## config.mk

```make
export PLATFORM = sky130hd
export DESIGN_NAME = alarm_clock_controller_unit_flat
export DESIGN_NICKNAME = d
export VERILOG_FILES = /design/src/acc_pkg.sv /design/src/acc_in_if.sv /design/src/acc_out_if.sv /design/src/acc_display.sv /design/src/alarm_clock_controller_unit.sv /design/src/flat_wrapper.sv
export SDC_FILE = /design/constraint.sdc
export NUM_CORES = 1
export LEC_CHECK = 0
export BUFFER_PORTS_ARGS = -buffer_cell sky130_fd_sc_hd__buf_4
export CORE_UTILIZATION = 45
export CTS_CLUSTER_DIAMETER = 150
export DETAILED_ROUTE_END_ITERATION = 8
export HOLD_SLACK_MARGIN = 0.15
export MAX_ROUTING_LAYER = met4
export SLEW_MARGIN = 0
export SYNTH_ARGS = -nofsm -noshare
export SYNTH_HDL_FRONTEND = slang
export SYNTH_HIERARCHICAL = 1
export SYNTH_SLANG_ARGS = --single-unit
```

## constraint.sdc

```tcl
create_clock -name i_clk -period 9.3 [get_ports i_clk]
set_input_delay 1.86 -clock i_clk [delete_from_list [all_inputs] [get_ports i_clk]]
set_output_delay 1.86 -clock i_clk [all_outputs]
set_load 0.005 [all_outputs]
```

## src/acc_pkg.sv

```systemverilog
// ---------------------------------------------------------------------------
// Alarm clock controller package
// Shared widths, codes, reset values, segment table and helper functions.
// ---------------------------------------------------------------------------
package acc_pkg;

    localparam int KEY_W     = 3;
    localparam int CFG_W     = 16;
    localparam int CFG_IDX_W = 3;
    localparam int SEG_W     = 8;
    localparam int HOUR_W    = 5;
    localparam int MIN_W     = 6;

    // Key codes; anything above KEY_DOWN counts as another key
    localparam logic [KEY_W-1:0] KEY_NONE  = 3'd0;
    localparam logic [KEY_W-1:0] KEY_SETUP = 3'd1;
    localparam logic [KEY_W-1:0] KEY_ALARM = 3'd2;
    localparam logic [KEY_W-1:0] KEY_UP    = 3'd3;
    localparam logic [KEY_W-1:0] KEY_DOWN  = 3'd4;

    // Configuration register indexes
    localparam logic [CFG_IDX_W-1:0] CFG_TICKS_PER_SEC = 3'd0;
    localparam logic [CFG_IDX_W-1:0] CFG_INACTIVITY    = 3'd1;
    localparam logic [CFG_IDX_W-1:0] CFG_RING          = 3'd2;
    localparam logic [CFG_IDX_W-1:0] CFG_BEEP          = 3'd3;
    localparam logic [CFG_IDX_W-1:0] CFG_BLINK         = 3'd4;

    localparam logic [CFG_W-1:0] RST_TICKS_PER_SEC = 16'd1000;
    localparam logic [CFG_W-1:0] RST_INACTIVITY    = 16'd30000;
    localparam logic [CFG_W-1:0] RST_RING          = 16'd5000;
    localparam logic [CFG_W-1:0] RST_BEEP          = 16'd300;
    localparam logic [CFG_W-1:0] RST_BLINK         = 16'd500;

    localparam logic [HOUR_W-1:0] RST_ALARM_HOUR = 5'd7;
    localparam logic [MIN_W-1:0]  RST_ALARM_MIN  = 6'd0;

    localparam int RING_PERIOD  = 1000;
    localparam int RING_ON_PART = 500;
    localparam int RING_PH_W    = $clog2(RING_PERIOD);

    localparam logic [MIN_W-1:0] HOUR_MAX   = 6'd23;
    localparam logic [MIN_W-1:0] MINUTE_MAX = 6'd59;

    localparam logic [SEG_W-1:0] COLON_BIT = 8'h80;

    // Segments gfedcba for digits 0..9
    localparam logic [SEG_W-1:0] SEG_TABLE [10] = '{
        8'h3F, 8'h06, 8'h5B, 8'h4F, 8'h66,
        8'h6D, 8'h7D, 8'h07, 8'h7F, 8'h6F
    };

    typedef struct packed {
        logic               alarm_view;
        logic               blank_hour;
        logic               blank_minute;
        logic [HOUR_W-1:0]  hour;
        logic [MIN_W-1:0]   minute;
    } t_disp_req;

    typedef struct packed {
        logic [SEG_W-1:0] hour_tens;
        logic [SEG_W-1:0] hour_units;
        logic [SEG_W-1:0] minute_tens;
        logic [SEG_W-1:0] minute_units;
    } t_disp_out;

    function automatic logic [CFG_W-1:0] sat_inc(input logic [CFG_W-1:0] v);
        return (v == '1) ? v : v + 1'b1;
    endfunction

    function automatic logic [MIN_W-1:0] wrap_up(input logic [MIN_W-1:0] v,
                                                 input logic [MIN_W-1:0] max);
        return (v >= max) ? '0 : v + 1'b1;
    endfunction

    function automatic logic [MIN_W-1:0] wrap_down(input logic [MIN_W-1:0] v,
                                                   input logic [MIN_W-1:0] max);
        return (v == '0) ? max : v - 1'b1;
    endfunction

    function automatic logic [SEG_W-1:0] seg_of(input logic [3:0] d);
        return (d <= 4'd9) ? SEG_TABLE[d] : '0;
    endfunction

    // Tens digit by compare chain, values up to 63
    function automatic logic [3:0] tens_of(input logic [MIN_W-1:0] v);
        logic [3:0] t;
        if (v >= 6'd60)      t = 4'd6;
        else if (v >= 6'd50) t = 4'd5;
        else if (v >= 6'd40) t = 4'd4;
        else if (v >= 6'd30) t = 4'd3;
        else if (v >= 6'd20) t = 4'd2;
        else if (v >= 6'd10) t = 4'd1;
        else                 t = 4'd0;
        return t;
    endfunction

    function automatic logic [3:0] units_of(input logic [MIN_W-1:0] v);
        logic [MIN_W-1:0] base;
        base = {2'b00, tens_of(v)} * 6'd10;
        return 4'(v - base);
    endfunction

endpackage

```

## src/acc_in_if.sv

```systemverilog
// ---------------------------------------------------------------------------
// Tick input channel
// Valid/ready channel carrying one key code per tick transaction.
// ---------------------------------------------------------------------------
interface acc_in_if;
    logic                      valid;
    logic                      ready;
    logic [acc_pkg::KEY_W-1:0] key_code;

    modport source (output valid, output key_code, input ready);
    modport sink   (input valid, input key_code, output ready);
endinterface

```

## src/acc_out_if.sv

```systemverilog
// ---------------------------------------------------------------------------
// Result output channel
// Valid/ready channel carrying display, buzzer, LED and save fields.
// ---------------------------------------------------------------------------
interface acc_out_if;
    logic                       valid;
    logic                       ready;
    logic [acc_pkg::SEG_W-1:0]  digit_hour_tens;
    logic [acc_pkg::SEG_W-1:0]  digit_hour_units;
    logic [acc_pkg::SEG_W-1:0]  digit_minute_tens;
    logic [acc_pkg::SEG_W-1:0]  digit_minute_units;
    logic                       buzzer_on;
    logic                       alarm_mode_led;
    logic                       save_strobe;
    logic [acc_pkg::HOUR_W-1:0] save_hour;
    logic [acc_pkg::MIN_W-1:0]  save_minute;

    modport source (output valid, output digit_hour_tens, output digit_hour_units,
                    output digit_minute_tens, output digit_minute_units,
                    output buzzer_on, output alarm_mode_led, output save_strobe,
                    output save_hour, output save_minute, input ready);
    modport sink   (input valid, input digit_hour_tens, input digit_hour_units,
                    input digit_minute_tens, input digit_minute_units,
                    input buzzer_on, input alarm_mode_led, input save_strobe,
                    input save_hour, input save_minute, output ready);
endinterface

```

## src/acc_display.sv

```systemverilog
// ---------------------------------------------------------------------------
// Seven-segment display encoder
// Splits hour and minute into digits, adds the colon and blink blanking.
// ---------------------------------------------------------------------------
module acc_display (
    input  acc_pkg::t_disp_req i_req,
    output acc_pkg::t_disp_out o_disp
);

    logic [acc_pkg::MIN_W-1:0] hour_ext;
    logic [acc_pkg::SEG_W-1:0] d0, d1, d2, d3;

    assign hour_ext = {1'b0, i_req.hour};

    always_comb begin
        d0 = acc_pkg::seg_of(acc_pkg::tens_of(hour_ext));
        d1 = acc_pkg::seg_of(acc_pkg::units_of(hour_ext));
        d2 = acc_pkg::seg_of(acc_pkg::tens_of(i_req.minute));
        d3 = acc_pkg::seg_of(acc_pkg::units_of(i_req.minute));
        // colon only on the time of day
        if (!i_req.alarm_view) begin
            d1 = d1 | acc_pkg::COLON_BIT;
        end
        if (i_req.blank_hour) begin
            d0 = '0;
            d1 = d1 & acc_pkg::COLON_BIT;
        end
        if (i_req.blank_minute) begin
            d2 = '0;
            d3 = '0;
        end
    end

    assign o_disp.hour_tens    = d0;
    assign o_disp.hour_units   = d1;
    assign o_disp.minute_tens  = d2;
    assign o_disp.minute_units = d3;

endmodule

```

## src/alarm_clock_controller_unit.sv

```systemverilog
// A tick transaction is captured in the input register; its result is then registered in the result register.
// Throughput: one tick per cycle while the result channel is not stalled; the input register and the result register
// both advance in the same cycle, so the block can take a new tick while the last result is still held.
// The clock state updates in one pass of logic from the input register.
// Reset (synchronous, active low) clears the valid flags and the clock state, loads the alarm and its
// saved copy with 07:00 and restores the register defaults.
// ---------------------------------------------------------------------------
// Alarm clock controller
// Time keeping, adjust modes, alarm ring, key beep and display per tick.
// ---------------------------------------------------------------------------
module alarm_clock_controller_unit (
    input  logic                          i_clk,
    input  logic                          i_rst_n,
    input  logic                          i_cfg_we,
    input  logic [acc_pkg::CFG_IDX_W-1:0] i_cfg_index,
    input  logic [acc_pkg::CFG_W-1:0]     i_cfg_data,
    acc_in_if.sink                        i_in,
    acc_out_if.source                     o_out
);

    typedef enum logic [2:0] {
        MODE_CLOCK        = 3'd0,
        MODE_HOUR         = 3'd1,
        MODE_MINUTE       = 3'd2,
        MODE_ALARM_HOUR   = 3'd3,
        MODE_ALARM_MINUTE = 3'd4
    } t_mode;

    // configuration
    logic [acc_pkg::CFG_W-1:0] r_cfg_tps, r_cfg_idle, r_cfg_ring, r_cfg_beep, r_cfg_blink;

    // input stage
    logic                      r_a_valid;
    logic [acc_pkg::KEY_W-1:0] r_a_key;
    logic                      a_fire;

    // clock state
    t_mode                       r_mode, n_mode;
    logic [acc_pkg::HOUR_W-1:0]  r_hours, n_hours, r_alarm_hour, n_alarm_hour;
    logic [acc_pkg::HOUR_W-1:0]  r_st_hour, n_st_hour;
    logic [acc_pkg::MIN_W-1:0]   r_minutes, n_minutes, r_seconds, n_seconds;
    logic [acc_pkg::MIN_W-1:0]   r_alarm_min, n_alarm_min, r_st_min, n_st_min;
    logic [acc_pkg::CFG_W-1:0]   r_subsec, n_subsec, r_ring_count, n_ring_count;
    logic [acc_pkg::CFG_W-1:0]   r_beep_count, n_beep_count, r_idle_count, n_idle_count;
    logic [acc_pkg::CFG_W-1:0]   r_blink_count, n_blink_count;
    logic [acc_pkg::RING_PH_W-1:0] r_ring_phase, n_ring_phase;
    logic r_alarm_changed, n_alarm_changed, r_ringing, n_ringing;
    logic r_blink_phase, n_blink_phase, r_buzzer, n_buzzer;
    logic saved;
    logic led;

    acc_pkg::t_disp_req disp_req;
    acc_pkg::t_disp_out disp;

    // result register
    logic                       r_out_valid;
    acc_pkg::t_disp_out         r_out_disp;
    logic                       r_out_buzzer, r_out_led, r_out_save;
    logic [acc_pkg::HOUR_W-1:0] r_out_save_hour;
    logic [acc_pkg::MIN_W-1:0]  r_out_save_min;

    assign a_fire     = r_a_valid && (!r_out_valid || o_out.ready);
    assign i_in.ready = !r_a_valid || a_fire;

    // Per-tick update, in the order keys, time, alarm, beep, display,
    // timeout, blink.
    always_comb begin
        logic time_carry_m, time_carry_h;
        time_carry_m    = 1'b0;
        time_carry_h    = 1'b0;
        n_mode          = r_mode;
        n_hours         = r_hours;
        n_minutes       = r_minutes;
        n_seconds       = r_seconds;
        n_subsec        = r_subsec;
        n_alarm_hour    = r_alarm_hour;
        n_alarm_min     = r_alarm_min;
        n_st_hour       = r_st_hour;
        n_st_min        = r_st_min;
        n_alarm_changed = r_alarm_changed;
        n_ringing       = r_ringing;
        n_ring_count    = r_ring_count;
        n_ring_phase    = r_ring_phase;
        n_beep_count    = r_beep_count;
        n_idle_count    = r_idle_count;
        n_blink_count   = r_blink_count;
        n_blink_phase   = r_blink_phase;
        n_buzzer        = r_buzzer;
        saved           = 1'b0;

        // keys
        if (r_a_key != acc_pkg::KEY_NONE) begin
            if (r_ringing) begin
                // a key only silences the ring
                n_ringing = 1'b0;
                if (r_beep_count == '0) begin
                    n_buzzer = 1'b0;
                end
            end else begin
                n_buzzer      = 1'b1;
                n_beep_count  = r_cfg_beep;
                n_idle_count  = '0;
                n_blink_phase = 1'b0;
                n_blink_count = '0;
                case (r_a_key)
                    acc_pkg::KEY_SETUP: begin
                        if (r_mode == MODE_CLOCK)     n_mode = MODE_HOUR;
                        else if (r_mode == MODE_HOUR) n_mode = MODE_MINUTE;
                        else                          n_mode = MODE_CLOCK;
                    end
                    acc_pkg::KEY_ALARM: begin
                        if (r_mode == MODE_CLOCK) begin
                            n_alarm_hour = r_st_hour;
                            n_alarm_min  = r_st_min;
                            n_mode       = MODE_ALARM_HOUR;
                        end else if (r_mode == MODE_ALARM_HOUR) begin
                            n_mode = MODE_ALARM_MINUTE;
                        end else begin
                            n_mode = MODE_CLOCK;
                            if (r_alarm_changed) begin
                                n_st_hour       = r_alarm_hour;
                                n_st_min        = r_alarm_min;
                                n_alarm_changed = 1'b0;
                                saved           = 1'b1;
                            end
                        end
                    end
                    acc_pkg::KEY_UP, acc_pkg::KEY_DOWN: begin
                        case (r_mode)
                            MODE_HOUR: begin
                                n_hours = (r_a_key == acc_pkg::KEY_UP)
                                    ? acc_pkg::HOUR_W'(acc_pkg::wrap_up({1'b0, r_hours},
                                                                        acc_pkg::HOUR_MAX))
                                    : acc_pkg::HOUR_W'(acc_pkg::wrap_down({1'b0, r_hours},
                                                                          acc_pkg::HOUR_MAX));
                            end
                            MODE_MINUTE: begin
                                n_minutes = (r_a_key == acc_pkg::KEY_UP)
                                    ? acc_pkg::wrap_up(r_minutes, acc_pkg::MINUTE_MAX)
                                    : acc_pkg::wrap_down(r_minutes, acc_pkg::MINUTE_MAX);
                            end
                            MODE_ALARM_HOUR: begin
                                n_alarm_hour = (r_a_key == acc_pkg::KEY_UP)
                                    ? acc_pkg::HOUR_W'(acc_pkg::wrap_up({1'b0, r_alarm_hour},
                                                                        acc_pkg::HOUR_MAX))
                                    : acc_pkg::HOUR_W'(acc_pkg::wrap_down({1'b0, r_alarm_hour},
                                                                          acc_pkg::HOUR_MAX));
                                n_alarm_changed = 1'b1;
                            end
                            MODE_ALARM_MINUTE: begin
                                n_alarm_min = (r_a_key == acc_pkg::KEY_UP)
                                    ? acc_pkg::wrap_up(r_alarm_min, acc_pkg::MINUTE_MAX)
                                    : acc_pkg::wrap_down(r_alarm_min, acc_pkg::MINUTE_MAX);
                                n_alarm_changed = 1'b1;
                            end
                            default: begin
                            end
                        endcase
                    end
                    default: begin
                    end
                endcase
            end
        end

        // time of day runs in normal mode only
        if (n_mode == MODE_CLOCK) begin
            n_subsec = acc_pkg::sat_inc(n_subsec);
            if (n_subsec >= r_cfg_tps) begin
                n_subsec     = '0;
                time_carry_m = (n_seconds >= acc_pkg::MINUTE_MAX);
                n_seconds    = acc_pkg::wrap_up(n_seconds, acc_pkg::MINUTE_MAX);
                if (time_carry_m) begin
                    time_carry_h = (n_minutes >= acc_pkg::MINUTE_MAX);
                    n_minutes    = acc_pkg::wrap_up(n_minutes, acc_pkg::MINUTE_MAX);
                    if (time_carry_h) begin
                        n_hours = acc_pkg::HOUR_W'(acc_pkg::wrap_up({1'b0, n_hours},
                                                                    acc_pkg::HOUR_MAX));
                    end
                end
            end
        end

        // alarm; the phase counter follows ring_count modulo the ring period
        if (!n_ringing && n_mode == MODE_CLOCK && n_hours == n_alarm_hour &&
            n_minutes == n_alarm_min && n_seconds == '0) begin
            n_ringing    = 1'b1;
            n_ring_count = '0;
            n_ring_phase = '0;
        end
        if (n_ringing) begin
            n_ring_count = acc_pkg::sat_inc(n_ring_count);
            n_ring_phase = (n_ring_phase == acc_pkg::RING_PH_W'(acc_pkg::RING_PERIOD - 1))
                ? '0 : n_ring_phase + 1'b1;
            n_buzzer = (n_ring_phase < acc_pkg::RING_PH_W'(acc_pkg::RING_ON_PART));
            if (n_ring_count >= r_cfg_ring) begin
                n_ringing = 1'b0;
                n_buzzer  = 1'b0;
            end
        end

        // beep countdown
        if (n_beep_count != '0) begin
            n_beep_count = n_beep_count - 1'b1;
            if (n_beep_count == '0 && !n_ringing) begin
                n_buzzer = 1'b0;
            end
        end

        // display sees the blink phase before this tick's toggle
        disp_req.alarm_view   = (n_mode == MODE_ALARM_HOUR) || (n_mode == MODE_ALARM_MINUTE);
        disp_req.blank_hour   = n_blink_phase &&
                                ((n_mode == MODE_HOUR) || (n_mode == MODE_ALARM_HOUR));
        disp_req.blank_minute = n_blink_phase &&
                                ((n_mode == MODE_MINUTE) || (n_mode == MODE_ALARM_MINUTE));
        disp_req.hour         = disp_req.alarm_view ? n_alarm_hour : n_hours;
        disp_req.minute       = disp_req.alarm_view ? n_alarm_min : n_minutes;

        // inactivity timeout
        if (n_mode != MODE_CLOCK) begin
            n_idle_count = acc_pkg::sat_inc(n_idle_count);
            if (n_idle_count >= r_cfg_idle) begin
                n_mode       = MODE_CLOCK;
                n_idle_count = '0;
                n_buzzer     = 1'b1;
                n_beep_count = r_cfg_beep;
            end
        end

        // blink
        n_blink_count = acc_pkg::sat_inc(n_blink_count);
        if (n_blink_count >= r_cfg_blink) begin
            n_blink_count = '0;
            n_blink_phase = !n_blink_phase;
        end

        led = ((n_mode == MODE_ALARM_HOUR) || (n_mode == MODE_ALARM_MINUTE)) && n_blink_phase;
    end

    acc_display u_display (
        .i_req  (disp_req),
        .o_disp (disp)
    );

    always_ff @(posedge i_clk) begin
        if (!i_rst_n) begin
            r_cfg_tps   <= acc_pkg::RST_TICKS_PER_SEC;
            r_cfg_idle  <= acc_pkg::RST_INACTIVITY;
            r_cfg_ring  <= acc_pkg::RST_RING;
            r_cfg_beep  <= acc_pkg::RST_BEEP;
            r_cfg_blink <= acc_pkg::RST_BLINK;
        end else if (i_cfg_we) begin
            case (i_cfg_index)
                acc_pkg::CFG_TICKS_PER_SEC: r_cfg_tps   <= i_cfg_data;
                acc_pkg::CFG_INACTIVITY:    r_cfg_idle  <= i_cfg_data;
                acc_pkg::CFG_RING:          r_cfg_ring  <= i_cfg_data;
                acc_pkg::CFG_BEEP:          r_cfg_beep  <= i_cfg_data;
                acc_pkg::CFG_BLINK:         r_cfg_blink <= i_cfg_data;
                default: begin
                end
            endcase
        end
    end

    always_ff @(posedge i_clk) begin
        if (!i_rst_n) begin
            r_a_valid <= 1'b0;
        end else if (i_in.valid && i_in.ready) begin
            r_a_valid <= 1'b1;
        end else if (a_fire) begin
            r_a_valid <= 1'b0;
        end
        if (i_in.valid && i_in.ready) begin
            r_a_key <= i_in.key_code;
        end
    end

    always_ff @(posedge i_clk) begin
        if (!i_rst_n) begin
            r_mode          <= MODE_CLOCK;
            r_hours         <= '0;
            r_minutes       <= '0;
            r_seconds       <= '0;
            r_subsec        <= '0;
            r_alarm_hour    <= acc_pkg::RST_ALARM_HOUR;
            r_alarm_min     <= acc_pkg::RST_ALARM_MIN;
            r_st_hour       <= acc_pkg::RST_ALARM_HOUR;
            r_st_min        <= acc_pkg::RST_ALARM_MIN;
            r_alarm_changed <= 1'b0;
            r_ringing       <= 1'b0;
            r_ring_count    <= '0;
            r_ring_phase    <= '0;
            r_beep_count    <= '0;
            r_idle_count    <= '0;
            r_blink_count   <= '0;
            r_blink_phase   <= 1'b0;
            r_buzzer        <= 1'b0;
        end else if (a_fire) begin
            r_mode          <= n_mode;
            r_hours         <= n_hours;
            r_minutes       <= n_minutes;
            r_seconds       <= n_seconds;
            r_subsec        <= n_subsec;
            r_alarm_hour    <= n_alarm_hour;
            r_alarm_min     <= n_alarm_min;
            r_st_hour       <= n_st_hour;
            r_st_min        <= n_st_min;
            r_alarm_changed <= n_alarm_changed;
            r_ringing       <= n_ringing;
            r_ring_count    <= n_ring_count;
            r_ring_phase    <= n_ring_phase;
            r_beep_count    <= n_beep_count;
            r_idle_count    <= n_idle_count;
            r_blink_count   <= n_blink_count;
            r_blink_phase   <= n_blink_phase;
            r_buzzer        <= n_buzzer;
        end
    end

    always_ff @(posedge i_clk) begin
        if (!i_rst_n) begin
            r_out_valid <= 1'b0;
        end else if (a_fire) begin
            r_out_valid <= 1'b1;
        end else if (o_out.ready) begin
            r_out_valid <= 1'b0;
        end
        if (a_fire) begin
            r_out_disp      <= disp;
            r_out_buzzer    <= n_buzzer;
            r_out_led       <= led;
            r_out_save      <= saved;
            r_out_save_hour <= saved ? n_st_hour : '0;
            r_out_save_min  <= saved ? n_st_min : '0;
        end
    end

    assign o_out.valid              = r_out_valid;
    assign o_out.digit_hour_tens    = r_out_disp.hour_tens;
    assign o_out.digit_hour_units   = r_out_disp.hour_units;
    assign o_out.digit_minute_tens  = r_out_disp.minute_tens;
    assign o_out.digit_minute_units = r_out_disp.minute_units;
    assign o_out.buzzer_on          = r_out_buzzer;
    assign o_out.alarm_mode_led     = r_out_led;
    assign o_out.save_strobe        = r_out_save;
    assign o_out.save_hour          = r_out_save_hour;
    assign o_out.save_minute        = r_out_save_min;

endmodule

```

## src/flat_wrapper.sv

```systemverilog
// flat-port wrapper written by rule: the top's interface ports become plain ports
module alarm_clock_controller_unit_flat 
  (i_clk, i_rst_n, i_cfg_we, i_cfg_index, i_cfg_data, i_in_valid, i_in_key_code, i_in_ready, o_out_valid, o_out_digit_hour_tens, o_out_digit_hour_units, o_out_digit_minute_tens, o_out_digit_minute_units, o_out_buzzer_on, o_out_alarm_mode_led, o_out_save_strobe, o_out_save_hour, o_out_save_minute, o_out_ready);
  acc_in_if i_in_i ();
  acc_out_if o_out_i ();
  input  logic i_clk;
  input  logic i_rst_n;
  input  logic i_cfg_we;
  input  logic [acc_pkg::CFG_IDX_W-1:0] i_cfg_index;
  input  logic [acc_pkg::CFG_W-1:0] i_cfg_data;
  input wire logic [$bits(i_in_i.valid)-1:0] i_in_valid;
  input wire logic [$bits(i_in_i.key_code)-1:0] i_in_key_code;
  output wire logic [$bits(i_in_i.ready)-1:0] i_in_ready;
  output wire logic [$bits(o_out_i.valid)-1:0] o_out_valid;
  output wire logic [$bits(o_out_i.digit_hour_tens)-1:0] o_out_digit_hour_tens;
  output wire logic [$bits(o_out_i.digit_hour_units)-1:0] o_out_digit_hour_units;
  output wire logic [$bits(o_out_i.digit_minute_tens)-1:0] o_out_digit_minute_tens;
  output wire logic [$bits(o_out_i.digit_minute_units)-1:0] o_out_digit_minute_units;
  output wire logic [$bits(o_out_i.buzzer_on)-1:0] o_out_buzzer_on;
  output wire logic [$bits(o_out_i.alarm_mode_led)-1:0] o_out_alarm_mode_led;
  output wire logic [$bits(o_out_i.save_strobe)-1:0] o_out_save_strobe;
  output wire logic [$bits(o_out_i.save_hour)-1:0] o_out_save_hour;
  output wire logic [$bits(o_out_i.save_minute)-1:0] o_out_save_minute;
  input wire logic [$bits(o_out_i.ready)-1:0] o_out_ready;
  assign i_in_i.valid = i_in_valid;
  assign i_in_i.key_code = i_in_key_code;
  assign i_in_ready = i_in_i.ready;
  assign o_out_valid = o_out_i.valid;
  assign o_out_digit_hour_tens = o_out_i.digit_hour_tens;
  assign o_out_digit_hour_units = o_out_i.digit_hour_units;
  assign o_out_digit_minute_tens = o_out_i.digit_minute_tens;
  assign o_out_digit_minute_units = o_out_i.digit_minute_units;
  assign o_out_buzzer_on = o_out_i.buzzer_on;
  assign o_out_alarm_mode_led = o_out_i.alarm_mode_led;
  assign o_out_save_strobe = o_out_i.save_strobe;
  assign o_out_save_hour = o_out_i.save_hour;
  assign o_out_save_minute = o_out_i.save_minute;
  assign o_out_i.ready = o_out_ready;
  alarm_clock_controller_unit u_core (.i_clk(i_clk), .i_rst_n(i_rst_n), .i_cfg_we(i_cfg_we), .i_cfg_index(i_cfg_index), .i_cfg_data(i_cfg_data), .i_in(i_in_i), .o_out(o_out_i));
endmodule
```

**After elaboration in Yosys (flattened, before gate mapping)**

Memories as Yosys holds them, arrays and structs flattened. A register that Yosys moved wholly into a read port is not among the register bits.
Index checks and enable logic that the tools add are counted.

- $add $sub $neg: 19
- $mul: 2
- Magnitude comparators: 29
- Equality and inequality tests: 28
- Mux-type cells: 133
- Bitwise logic cells: 8
- Reduce and logical (&&, ||, !) cells: 49

Operators with widths:

| cell | number |
|---|---|
| 2-to-1 mux 16 bit | 19 |
| 2-to-1 mux 6 bit | 28 |
| 2-to-1 mux 5 bit | 26 |
| adder 16 x 1 -> 16 bit (second input constant) | 4 |
| == test 16 bit (second input constant) | 4 |
| >= comparator 16 bit | 4 |
| >= comparator 6 bit (second input constant) | 7 |
| 2-to-1 mux 3 bit | 12 |
| zero test 16 bit | 2 |
| 2-to-1 mux 8 bit | 4 |
| 2-to-1 mux 1 bit | 31 |
| >= comparator 5 bit (second input constant) | 6 |
| 2-to-1 mux 10 bit | 3 |
| == test 3 x 2 -> 1 bit (second input constant) | 9 |
| adder 6 x 1 -> 6 bit (second input constant) | 4 |
| NOT 4 -> 5 bit | 4 |
| >= comparator 5 x 6 -> 1 bit (second input constant) | 3 |
| zero test 6 bit | 3 |
| <= comparator 4 bit (second input constant) | 4 |
| nonzero test 16 bit | 1 |
| subtractor 16 x 1 -> 16 bit (second input constant) | 1 |
| adder 5 x 1 -> 5 bit (second input constant) | 3 |
| == test 3 bit (second input constant) | 5 |
| == test 3 x 1 -> 1 bit (second input constant) | 4 |
| other kinds (31) | 77 |

- Register bits: 243
- Memory bits (read-only): 512
- Memories: 4

Memory list:

| memory | words | bits a word | read ports | clocked after Yosys merged registers in | wr ports | line | RTL |
|---|---|---|---|---|---|---|---|
| (name not given) | 16 | 8 | 1 | 1 | 0 | acc_pkg.sv:82 | `return (d <= 4'd9) ? SEG_TABLE[d] : '0;` |
| (name not given) | 16 | 8 | 1 | 1 | 0 | acc_pkg.sv:82 |  |
| (name not given) | 16 | 8 | 1 | 0 | 0 | acc_pkg.sv:82 |  |
| (name not given) | 16 | 8 | 1 | 1 | 0 | acc_pkg.sv:82 |  |

**Logic depth before layout (Yosys ltp)**

Gate-level depths: netlist of run 1.

- Word-level depth: 29
- Gate-level depth with buffers: 49
- Depth with buffers taken out: 41

**Hierarchy**

The synthesis of run 1 kept the hierarchy.

Modules (own cells, without submodules):

| module | times used | cells each | area an instance (sq um) |
|---|---|---|---|
| alarm_clock_controller_unit | 1 | 2139 | 16693.5 |
| acc_display | 1 | 144 | 991.0 |

**Worst setup path before layout of run 1**

No wires, ideal clock.

- Kind: register to register
- Start point: reg u_core/r_subsec[4] (netlist bit)
- End point: reg u_core.r_ringing
- Arrival: 8.519 ns
- Setup slack: 0.711 ns
- Stages on the path, launching flop included: 50
- Buffers on the path: 8
- Period minus slack after synthesis: 8.589 ns
- Cell sequence: dfxtp_1 > clkbuf_1 > nand3_1 > or3_1 > nor2_1 > nand4_1 > or3_1 > clkbuf_1 > nor2b_1 > and2_1 > clkbuf_1 > nand2_1 > nor2_1 > xor2_1 > ha_1 > and3_1 > a221o_1 > a2111oi_0 > [14 not listed] > clkbuf_1 > and3_1 > clkbuf_1 > xnor2_1 > nor2_1 > ha_1 > nand2b_1 > a21o_1 > a21o_1 > a21o_1 > a21oi_1 > nor2b_1 > o21ai_0 > nand2b_1 > a21oi_1 > o21a_1 > o211ai_1 > a21oi_1

- Word-level cells in the longest chain between the ends: 15

Ends and longest elaborated chain:

| what | line | RTL |
|---|---|---|
| start: declaration | alarm_clock_controller_unit.sv:43 | `logic [acc_pkg::CFG_W-1:0] r_subsec, n_subsec, r_ring_count, n_ring_count;` |
| start signal: assignment | alarm_clock_controller_unit.sv:303 | `r_subsec <= n_subsec;` |
| adder 16 x 1 -> 16 bit / == test 16 bit (equally long branches) | acc_pkg.sv:68 | `return (v == '1) ? v : v + 1'b1;` |
| 2-to-1 mux 16 bit (*) | acc_pkg.sv:68 |  |
| >= comparator 16 bit (*) | alarm_clock_controller_unit.sv:169 | `if (n_subsec >= r_cfg_tps) begin` |
| 2-to-1 mux 5 bit | alarm_clock_controller_unit.sv:169 |  |
| 2-to-1 mux 5 bit | alarm_clock_controller_unit.sv:167 | `if (n_mode == MODE_CLOCK) begin` |
| == test 5 bit | alarm_clock_controller_unit.sv:185 | `if (!n_ringing && n_mode == MODE_CLOCK && n_hours == n_alarm_hour &&` |
| logical AND 1 bit (2 in a row) | alarm_clock_controller_unit.sv:185 |  |
| logical AND 1 bit (*) | alarm_clock_controller_unit.sv:186 | `n_minutes == n_alarm_min && n_seconds == '0) begin` |
| 2-to-1 mux 16 bit | alarm_clock_controller_unit.sv:185 |  |
| adder 16 x 1 -> 16 bit / == test 16 bit (equally long branches) | acc_pkg.sv:68 |  |
| 2-to-1 mux 16 bit | acc_pkg.sv:68 |  |
| >= comparator 16 bit | alarm_clock_controller_unit.sv:196 | `if (n_ring_count >= r_cfg_ring) begin` |
| 2-to-1 mux 1 bit | alarm_clock_controller_unit.sv:196 |  |
| 2-to-1 mux 1 bit (*) | alarm_clock_controller_unit.sv:191 | `if (n_ringing) begin` |
| end signal: assignment | alarm_clock_controller_unit.sv:309 | `r_ringing <= n_ringing;` |
| end: declaration | alarm_clock_controller_unit.sv:47 | `logic r_alarm_changed, n_alarm_changed, r_ringing, n_ringing;` |

Mark *: on every way between the ends. The rest lies on a longest branch, timed or not.
A chain may end at the register's enable or synchronous reset.

**Worst setup path in the final report of run 1**

- Start point: reg u_core/r_subsec[4] (netlist bit)
- End point: reg u_core.r_buzzer

- Word-level cells in the longest chain between the ends: 21

Ends and longest elaborated chain:

| what | line | RTL |
|---|---|---|
| adder 16 x 1 -> 16 bit / == test 16 bit (equally long branches) | acc_pkg.sv:68 |  |
| 2-to-1 mux 16 bit (*) | acc_pkg.sv:68 |  |
| >= comparator 16 bit (*) | alarm_clock_controller_unit.sv:169 |  |
| 2-to-1 mux 5 bit | alarm_clock_controller_unit.sv:169 |  |
| 2-to-1 mux 5 bit | alarm_clock_controller_unit.sv:167 |  |
| == test 5 bit | alarm_clock_controller_unit.sv:185 |  |
| logical AND 1 bit (2 in a row) | alarm_clock_controller_unit.sv:185 |  |
| logical AND 1 bit (*) | alarm_clock_controller_unit.sv:186 |  |
| [4 not listed] | - |  |
| 2-to-1 mux 1 bit | alarm_clock_controller_unit.sv:196 |  |
| 2-to-1 mux 1 bit | alarm_clock_controller_unit.sv:191 |  |
| zero test 1 bit | alarm_clock_controller_unit.sv:205 | `if (n_beep_count == '0 && !n_ringing) begin` |
| logical AND 1 bit | alarm_clock_controller_unit.sv:205 |  |
| 2-to-1 mux 1 bit | alarm_clock_controller_unit.sv:205 |  |
| 2-to-1 mux 1 bit (*) | alarm_clock_controller_unit.sv:203 | `if (n_beep_count != '0) begin` |
| 2-to-1 mux 1 bit | alarm_clock_controller_unit.sv:222 | `if (n_idle_count >= r_cfg_idle) begin` |
| 2-to-1 mux 1 bit (*) | alarm_clock_controller_unit.sv:220 | `if (n_mode != MODE_CLOCK) begin` |
| end signal: assignment | alarm_clock_controller_unit.sv:316 | `r_buzzer <= n_buzzer;` |
| end: declaration | alarm_clock_controller_unit.sv:48 | `logic r_blink_phase, n_blink_phase, r_buzzer, n_buzzer;` |

Marked as above.

==> results_dict.tcl, run 1 <==
set metrics [dict create \
    worstReg2RegStart "u_core/r_subsec[4]" \
    cts.clk_slew.worst_paths_ps 60 \
    gp_congestion 0.892 \
    yosysSeqAreaShare_pct 33.0 \
    antenna_found_initial 0 \
    slowest_delay_ps 420 \
    grt_usage_pct 25.4 \
    whs_path_depth 2 \
    dp.cells 2757 \
    syn_area_mm2 0.0177 \
    portBuffers 74 \
    nets 2409 \
    dieHeight_um 200 \
    htree_levels 2 \
    maxSlewHeadroom_pct 22.3 \
    holdWs_ps 453 \
    drtPass1Iterations 6 \
    clkLatencyLatePin_ps 530 \
    hold_violations 0 \
    finalSetupTns_ps 0 \
    numClockSinks 267 \
    wl_per_cell_um 17.8 \
    setup_viol 0 \
    hold_class "reg -> reg" \
    syn_avg_cell_area_um2 7.75 \
    cp-end-kind "flop" \
    cts_tree "yes" \
    irDropWorstVdd_mv 0.124 \
    rsz0062_at_grt "no" \
    syn_inst 2283 \
    cts_root_buf "clkbuf_16" \
    vias_per_cell 5.86 \
    gr-total-overflow 0 \
    outcome "complete, no violations" \
    fin_crit_ps 8680 \
    dp_hpwl_um 34900 \
    hold_start "u_core/r_cfg_tps[12]" \
    final_util_pct 51.2 \
    required_ps 9750 \
    num-fill-cells 3794 \
    r2r_setup_slack_ps 620 \
    cpMaxStageDelayCell "or3_4" \
    numCtsBuffers 34 \
    finalCritPeriodShare_pct 93.3 \
    totalWireLength_um 50100 \
    synth_warnings 6 \
    powerDensity_mw_per_mm2 159 \
    start_util_pct 45.7 \
    skew_ps 22.0 \
    pin_count 75 \
    drtAntennaViolNets 0 \
    n_antenna_cell 0 \
    critical_path_class "reg -> reg" \
    layout.cells.non_filler 2819 \
    core.rowCount 72 \
    r2r.worst_path.cells 42 \
    vias 16524 \
    grt_pass1_vias 15542 \
    cts_buffer_depth 3 \
    core_mm2 0.0387 \
    worst_setup_path_start_kind "flop" \
    ys_async_sr_fraction_pct 0 \
    grt_max_degree 76 \
    fp.dieW_um 200 \
    slew_violations 0 \
    drcViolationCount 0 \
    worst_pin_slew_ps 1160 \
    drt_iter0_drc 1276 \
    critPathMaxFanout 8 \
    die_area_mm2 0.0401 \
    leakage_nw 7.62 \
    synth_flop_cell "dfxtp_1" \
    grt_pass1_wl_um 81700 \
    worstReg2RegEnd "u_core/r_buzzer" \
    synth_edf_count 49 \
    cp_data_arrival_time_ps 9130 \
    drive_gt1_share_pct 9.47 \
    cap_violations 0 \
    synthDistinctLibCells 99 \
    holdPathEnd "u_core/r_cfg_tps[12]" \
    ys_ff_latch 267 \
    fmaxAchievable_ghz 0.115 \
    area_growth_pct 12.0 \
]
-- cells in the final DEF (no fill, tap or decap), drive strengths merged, types with 34 or more instances in the layout --
master,instances
xnor2,43
xor2,34
and3,41
clkbuf,44
nand3,77
a21oi,186
a211oi,42
dfxtp,218
ha,103
inv,125
nand2,294
o211ai,46
o21ai,114
nor3,76
buf,114
edfxtp,49
nor2,215
-- critical path: cells and delay by family (launching register included) --
| family | cells | cell delay, ps |
|---|---|---|
| fa+ha+maj | 3 | 800 |
| compound gates | 14 | 2980 |
| simple gates | 21 | 3790 |
| mux | 1 | 140 |
| buf+inv | 1 | 160 |
| flops | 1 | 380 |
| xor+xnor | 2 | 330 |
-- final cells by class --
| type | instances | area, um^2 | area share [%] |
|---|---|---|---|
| timing repair buffer | 114 | 856 | 4.32 |
| inverter | 123 | 467 | 2.36 |
| tap | 518 | 648 | 3.27 |
| sequential | 267 | 5840 | 29.5 |
| multi-input combinational | 1737 | 10800 | 54.5 |
| clock buffer | 44 | 940 | 4.74 |
| clock inverter | 16 | 264 | 1.33 |
-- synth_stat cells (14+ instances only) --
library cell,instances,share of area [%]
nand2_1,293,6.2
dfxtp_1,218,25
nor2_1,215,4.6
a21oi_1,185,5.2
clkbuf_1,126,2.7
inv_1,122,2.6
o21ai_0,107,3.0
ha_1,103,7.3
nand3_1,77,2.2
nor3_1,76,2.2
edfxtp_1,49,8.3
o211ai_1,45,1.9
xnor2_1,43,2.1
a211oi_1,41,1.7
and3_1,41,1.5
xor2_1,34,1.7
a22oi_1,31,1.3
a31oi_1,28,0.99
mux2i_1,27,1.5
nand2b_1,25,0.88
a21o_1,24,1.0
nor2b_1,21,0.74
nor4_1,19,0.67
a22o_1,18,0.89
nand4_1,18,0.64
and2_1,17,0.60
or3_1,17,0.60
o22ai_1,14,0.50
-- report_power, final --
group | total (mW) | internal [mW] | switching, mW | leakage [nW]
clock network | 1.44 | 0.908 | 0.531 | 0.589
logic | 0.442 | 0.172 | 0.269 | 4.83
registers | 1.27 | 1.23 | 0.0387 | 2.21
total | 3.15 | 2.31 | 0.839 | 7.62
-- what timing repair did --
action	4_1_cts	5_1_grt
setup endpoints to repair	0	3
hold buffers	0	0
resized for setup	0	12
setup buffers	0	2
-- how the worst max path moves through the flow --
stage | from | end | depth (start not counted)
floorplan | u_core/r_subsec[4] | u_core/r_ringing | 49
global placement | u_core/r_subsec[4] | u_core/r_ringing | 41
detailed placement | u_core/r_subsec[4] | u_core/r_buzzer | 41
CTS | u_core/r_subsec[4] | u_core/r_buzzer | 41
global route | u_core/r_subsec[4] | u_core/r_buzzer | 42
finish | u_core/r_subsec[4] | u_core/r_buzzer | 42
-- kinds of logic (layout without fill, tap and decap cells) --
logic type	after synthesis	in the layout	share of synthesized area (%)
AOI/OAI and AO/OA	629	629	23.3
buffers and inverters	281	297	6.42
other	1	3	0.0212
DFF	267	267	33.0
xor gates and xnor gates	77	77	3.81
adders and majority gates	106	106	7.57
muxes	35	35	2.06
and+or+nand+nor	887	887	23.8
-- flip-flops by register name, indices dropped and copies added (netlist names), 6 cells and up --
register                         flops
u_core/o_out.digit_minute_units      8
u_core/r_blink_count                16
u_core/o_out.save_minute             6
u_core/o_out.digit_hour_tens         8
u_core/r_beep_count                 16
u_core/r_alarm_min                   6
u_core/o_out.digit_hour_units        8
u_core/o_out.digit_minute_tens       8
u_core/r_cfg_beep                   16
u_core/r_st_min                      6
u_core/r_seconds                     6
u_core/r_cfg_blink                  16
u_core/r_idle_count                 16
u_core/r_minutes                     6
u_core/r_cfg_idle                   16
u_core/r_cfg_ring                   16
u_core/r_ring_phase                 10
u_core/r_ring_count                 16
u_core/r_subsec                     16
u_core/r_cfg_tps                    16
-- routing by layer --
layer,GRT usage (%),vias up,wire length [um]
met5,-,-,0
met4,6.35,0,954
met3,3.14,68,2680
met2,40.1,512,22700
met1,34.2,7766,23800
li1,-,8178,-
-- metrics by stage --
stage	total power, mW	area, um^2	setup WS [ps]
2_1_floorplan	1.60	17700	711
3_3_place_gp	1.73	18600	406
3_5_place_dp	1.73	18600	177
4_1_cts	3.18	19800	38.4
5_1_grt	3.28	19800	61.3
6_report	3.15	19800	623
Note: power is estimated with default switching activity, not from simulation.
==> run 2: changes to the inputs <==
--- a/config.mk
+++ b/config.mk
@@ -11,6 +11,7 @@
 export DETAILED_ROUTE_END_ITERATION = 8
 export HOLD_SLACK_MARGIN = 0.15
 export MAX_ROUTING_LAYER = met4
+export PLACE_DENSITY = 0.61
 export SLEW_MARGIN = 0
 export SYNTH_ARGS = -nofsm -noshare
 export SYNTH_HDL_FRONTEND = slang
==> run 2 against run 1 <==
Combinational power is essentially flat. Non-clock buffer count shrank 5. Flip-flop and latch count is the same. Clock skew shrank 3.5 ps. Clock-buffer cell count shrank 4. Cell count shrank 0.21%. Die area is the same. Global-route usage shrank 0.19 points. Register-to-register slack gained 40 ps. Critical path depth shrank 1. Highest routed layer unchanged.
==> results_dict.tcl, run 2 (synthesis gave the netlist of run 1 again) <==
set metrics [dict create \
    final_util_pct 50.9 \
    gp_congestion 0.880 \
    hold_start "u_core/r_cfg_ring[6]" \
    dp.cells 2754 \
    nets 2404 \
    cts_root_buf "clkbuf_16" \
    worstReg2RegStart "u_core/r_subsec[5]" \
    cts_buffer_depth 3 \
    dieHeight_um 200 \
    fmaxAchievable_ghz 0.116 \
    internal-power_mw 2.22 \
    die_area_mm2 0.0401 \
    slew_violations 0 \
    crit_buf_inv 0 \
    maxSlewHeadroom_pct 17.3 \
    rsz0062_at_grt "no" \
    whs_path_depth 2 \
    num-fill-cells 3785 \
    fp.dieW_um 200 \
    antenna_found_initial 0 \
    critPathMaxFanout 10 \
    vias 16545 \
    drcViolationCount 0 \
    drive_gt1_share_pct 9.24 \
    worst_pin_slew_ps 1240 \
    totalWireLength_um 50300 \
    hold_buffers 0 \
    numCtsBuffers 34 \
    core.rowCount 72 \
    dr_wl_met2_um 22900 \
    dp_hpwl_um 34800 \
    gr-total-overflow 0 \
    leakage_nw 7.56 \
    cp-end-kind "flop" \
    required_ps 9750 \
    worst_setup_path_start_kind "flop" \
    path_delay_family "simple AND/OR/NAND/NOR gates" \
    p_sw_mw 0.834 \
    layout_commonest_cell "nand2_1" \
    mostFrequentLayoutCells "nand2_1 (292), dfxtp_1 (217), nor2_1 (213), a21oi_1 (185), inv_1 (121)" \
    start_util_pct 45.7 \
    r2r_setup_slack_ps 660 \
    top_layer_used "met4" \
    worstReg2RegEnd "u_core/r_buzzer" \
    combPwrFrac_pct 14.4 \
    grt_pass1_vias 15176 \
    skew_ps 18.5 \
    grt_pass1_wl_um 81000 \
    cap_violations 0 \
    powerDensity_mw_per_mm2 155 \
    hold_class "reg -> reg" \
    layout.cells.non_filler 2813 \
    cpMaxStageDelayCell "or3_4" \
    area_growth_pct 11.5 \
    slowest_delay_ps 430 \
    htree_levels 2 \
    p_sw_share_pct 27.3 \
    hold_violations 0 \
    cts_tree "yes" \
    portBuffers 74 \
    grt_max_degree 87 \
    multi_input_area_mm2 0.0108 \
    seqPwrFrac_pct 41.6 \
    vias_per_cell 5.88 \
    critical_path_class "reg -> reg" \
    dp_worst_setup_slack_ps 154 \
    drtPass1Iterations 5 \
    n_antenna_cell 0 \
    irDropWorstVdd_mv 0.126 \
    cp_data_arrival_time_ps 9080 \
    p_clk_share_pct 44.0 \
    drt_iter0_drc 1257 \
    met3_length_um 2890 \
    numClockSinks 267 \
    outcome "complete, no violations" \
    grt_usage_pct 25.2 \
    fin_crit_ps 8640 \
    setup_viol 0 \
    core_mm2 0.0387 \
    cts.clk_slew.worst_paths_ps 60 \
    cts_setup_buffers 0 \
    clkLatencyLatePin_ps 530 \
    wl_per_cell_um 17.9 \
    regArea_mm2 0.00584 \
    holdPathEnd "u_core/r_cfg_ring[6]" \
    holdWs_ps 455 \
    drtAntennaViolNets 0 \
    worst_slack_ps 661 \
    wl_met1_um 23500 \
    r2r.worst_path.cells 41 \
    finalSetupTns_ps 0 \
    finalCritPeriodShare_pct 92.9 \
    pin_count 75 \
]
## run 2: how the worst max path moves through the flow
stage / depth (start not counted) / start / slack, ps / end
2_1_floorplan: 49 / u_core/r_subsec[4] / 710 / u_core/r_ringing
5_1_grt: 42 / u_core/r_subsec[5] / 40 / u_core/r_buzzer
3_3_place_gp: 41 / u_core/r_subsec[4] / 330 / u_core/r_ringing
4_1_cts: 41 / u_core/r_subsec[4] / 110 / u_core/r_ringing
3_5_place_dp: 41 / u_core/r_subsec[4] / 150 / u_core/r_buzzer
6_report: 41 / u_core/r_subsec[5] / 660 / u_core/r_buzzer
## run 2: through the flow
step / area, um^2 / power, mW
5_1_grt: 19700 / 3.19
4_1_cts: 19700 / 3.09
3_5_place_dp: 18500 / 1.73
2_1_floorplan: 17700 / 1.60
6_report: 19700 / 3.06
3_3_place_gp: 18500 / 1.72
## run 2: metal layers
metal  track usage (%)  vias to the layer above
li1                  -                     8163
met1              34.3                     7772
met2              39.2                      541
met3              3.14                       69
met4              6.73                        0
met5                 -                        -
## run 2: layout make-up
type                            count  area share [%]
Tap cell                          518            3.29
Clock buffer                       40            4.69
Inverter                          123            2.37
Sequential cell                   267            29.6
Timing Repair Buffer              109            4.15
Multi-Input combinational cell   1737            54.8
Clock inverter                     19            1.06
## run 2: worst reg2reg max path, delay by kind of cell, from the launching register on
| family | cells | cell delay [ps] |
|---|---|---|
| AO/OA/AOI/OAI | 14 | 2630 |
| XOR/XNOR | 2 | 320 |
| adder cells (fa/ha/maj) | 3 | 800 |
| AND/OR/NAND/NOR | 22 | 4470 |
| flip-flops | 1 | 390 |
## run 2: power by group through the flow
stage	Clock [mW]	Combinational [mW]	Sequential, mW
after floorplan	0	0.321	1.27
after global routing	1.42	0.488	1.28
after global placement	0	0.430	1.29
final	1.35	0.439	1.27
after CTS	1.38	0.437	1.27
after detailed placement	0	0.434	1.30
## run 2: what timing repair did
action,in CTS,in global routing
setup endpoints to repair,0,3
endpoints found under the hold margin,0,0
resized for setup,0,12
==> run 3: changes to the inputs <==
--- a/config.mk
+++ b/config.mk
@@ -11,7 +11,7 @@
 export DETAILED_ROUTE_END_ITERATION = 8
 export HOLD_SLACK_MARGIN = 0.15
 export MAX_ROUTING_LAYER = met4
-export PLACE_DENSITY = 0.61
+export PLACE_DENSITY = 0.64
 export SLEW_MARGIN = 0
 export SYNTH_ARGS = -nofsm -noshare
 export SYNTH_HDL_FRONTEND = slang
==> constraint.sdc (replaced) <==
create_clock -name i_clk -period 7.5 [get_ports i_clk]
set_input_delay 1.5 -clock i_clk [delete_from_list [all_inputs] [get_ports i_clk]]
set_output_delay 1.5 -clock i_clk [all_outputs]
set_load 0.005 [all_outputs]
==> run 3 against run 2 <==
Cell area increased by 3.1%. Cell count increased by 2.6%. Die area unchanged. Global-route usage increased by 0.87 points. Sequential share of layout area decreased by 0.87 points. Utilization increased by 1.6 points. Clock-buffer cell count increased by 7. Total power increased by 24%. Hold slack about the same. Critical path type unchanged. Largest cell class unchanged.
==> results_dict.tcl, run 3 (synthesis gave the netlist of run 1 again) <==
set metrics [dict create \
    outcome "complete, no violations" \
    leakage_nw 7.93 \
    die_area_mm2 0.0401 \
    p_sw_mw 1.07 \
    slowest_delay_ps 420 \
    irDropWorstVdd_mv 0.179 \
    drtPass1Iterations 6 \
    rsz0062_at_grt "yes" \
    p_clk_share_pct 43.4 \
    critical_path_class "reg -> reg" \
    wl_per_cell_um 18.0 \
    drt_iter0_drc 1509 \
    seqPwrFrac_pct 41.5 \
    dp_hpwl_um 36000 \
    skew_ps 17.3 \
    gp_congestion 0.957 \
    vias_per_cell 5.89 \
    p_sw_share_pct 28.1 \
    dp.cells 2809 \
    placed_area_mm2 0.0190 \
    slew_violations 0 \
    layout_commonest_cell "nand2_1" \
    maxSlewHeadroom_pct 20.8 \
    totalWireLength_um 51900 \
    core.rowCount 72 \
    grt_pass1_vias 15803 \
    cap_violations 0 \
    htree_levels 2 \
    worst_setup_path_start_kind "flop" \
    hold_violations 0 \
    finalSetupTns_ps 0 \
    r2r_setup_slack_ps 90 \
    worst_pin_slew_ps 1190 \
    grt_pass1_wl_um 83400 \
    r2r.worst_path.cells 42 \
    required_ps 7960 \
    numCtsBuffers 35 \
    finalCritPeriodShare_pct 98.8 \
    cts_buffer_depth 3 \
    layout.cells.non_filler 2885 \
    n_antenna_cell 0 \
    fp.dieW_um 200 \
    critPathMaxFanout 5 \
    cp-end-kind "flop" \
    fmaxAchievable_ghz 0.135 \
    mostFrequentLayoutCells "nand2_1 (291), dfxtp_1 (213), nor2_1 (212), a21oi_1 (182), buf_4 (173)" \
    powerDensity_mw_per_mm2 186 \
    drcViolationCount 0 \
    cp_data_arrival_time_ps 7870 \
    drtAntennaViolNets 0 \
    start_util_pct 45.7 \
    cpMaxStageDelayCell "or3_4" \
    internal-power_mw 2.72 \
    worstReg2RegEnd "u_core/r_ringing" \
    pin_count 75 \
    setup_viol 0 \
    whs_path_depth 2 \
    fin_crit_ps 7410 \
    vias 16984 \
    grt_usage_pct 26.0 \
    numClockSinks 267 \
    hold_class "reg -> reg" \
    gr-total-overflow 0 \
    hold_start "u_core/r_cfg_tps[11]" \
    cts_tree "yes" \
    portBuffers 74 \
    cts_root_buf "clkbuf_16" \
    holdPathEnd "u_core/r_cfg_tps[11]" \
    dieHeight_um 200 \
    drive_gt1_share_pct 13.1 \
    core_mm2 0.0387 \
    clkLatencyLatePin_ps 550 \
    final_cell_area_mm2 0.0203 \
    nets 2472 \
    hold_buffers 0 \
    combPwrFrac_pct 15.1 \
    cts.clk_slew.worst_paths_ps 60 \
    worstReg2RegStart "u_core/r_subsec[5]" \
    area_growth_pct 14.9 \
    antenna_found_initial 0 \
    grt_max_degree 90 \
]
-- run 3: changes by cell type in the layout (fill, tap and decap cells not counted), sizes merged --
| cell | change |
|---|---|
| clkbuf | +7 |
| bufinv | -3 |
| clkinv | +3 |
| clkinvlp | -2 |
| buf | +67 |
-- run 3: how the worst max path moves through the flow --
stage,endpoint,cells after the start,start,slack [ps]
after floorplan,u_core/o_out.buzzer_on,49,u_core/r_subsec[4],-370
after global placement,u_core/o_out.buzzer_on,39,u_core/r_subsec[6],-20
after detailed placement,u_core/r_ringing,39,u_core/r_subsec[5],-190
after global routing,u_core/r_ringing,41,u_core/r_subsec[5],-390
final,u_core/r_ringing,42,u_core/r_subsec[5],90
after CTS,u_core/r_ringing,42,u_core/r_subsec[6],0.3
-- run 3: layout make-up --
cell class / instances / area [um^2]
Multi-Input combinational cell: 1737 / 10900
Clock buffer: 47 / 992
Fill cell: 3751 / 18400
Inverter: 123 / 467
Sequential cell: 267 / 5840
Timing Repair Buffer: 176 / 1330
Tap cell: 518 / 648
Clock inverter: 17 / 128
-- run 3: through the flow --
step / util (%) / power (mW) / setup WS, ps / hold slack [ps]
2_1_floorplan: - / 1.98 / -369 / 432
5_1_grt: 52.5 / 3.94 / -394 / 471
3_5_place_dp: 49.0 / 2.16 / -193 / 447
3_3_place_gp: 49.0 / 2.15 / -15.1 / 442
6_report: 52.5 / 3.78 / 90.5 / 455
4_1_cts: 52.1 / 3.82 / 0.290 / 456
-- run 3: power by group through the flow --
| stage | registers, mW | logic, mW | clock network, mW |
|---|---|---|---|
| 5_1_grt | 1.58 | 0.634 | 1.73 |
| 4_1_cts | 1.57 | 0.565 | 1.68 |
| 2_1_floorplan | 1.58 | 0.398 | 0 |
| 3_3_place_gp | 1.60 | 0.551 | 0 |
| 3_5_place_dp | 1.60 | 0.560 | 0 |
| 6_report | 1.57 | 0.572 | 1.64 |
-- run 3: routing by layer --
layer	track usage, %	up-vias	part of all wire, %
li1	-	8300	-
met1	33.5	8065	44
met2	42.1	540	47
met3	3.50	79	6.2
met4	8.49	0	2.5
met5	-	-	0
-- run 3: critical path, delay by kind of cell (launching register included) --
kind	cells	cell delay (ps)
simple gates	19	3010
compound gates	15	2600
xor+xnor	2	250
buf+inv	2	320
flops	1	340
fa+ha+maj	3	680
mux	1	130
-- run 3: what timing repair did --
| item | in CTS | in global routing |
|---|---|---|
| gates resized for setup | 16 | 20 |
| pin swaps | 11 | 12 |
| setup buffers | 5 | 7 |
| endpoints found under the setup margin | 3 | 10 |
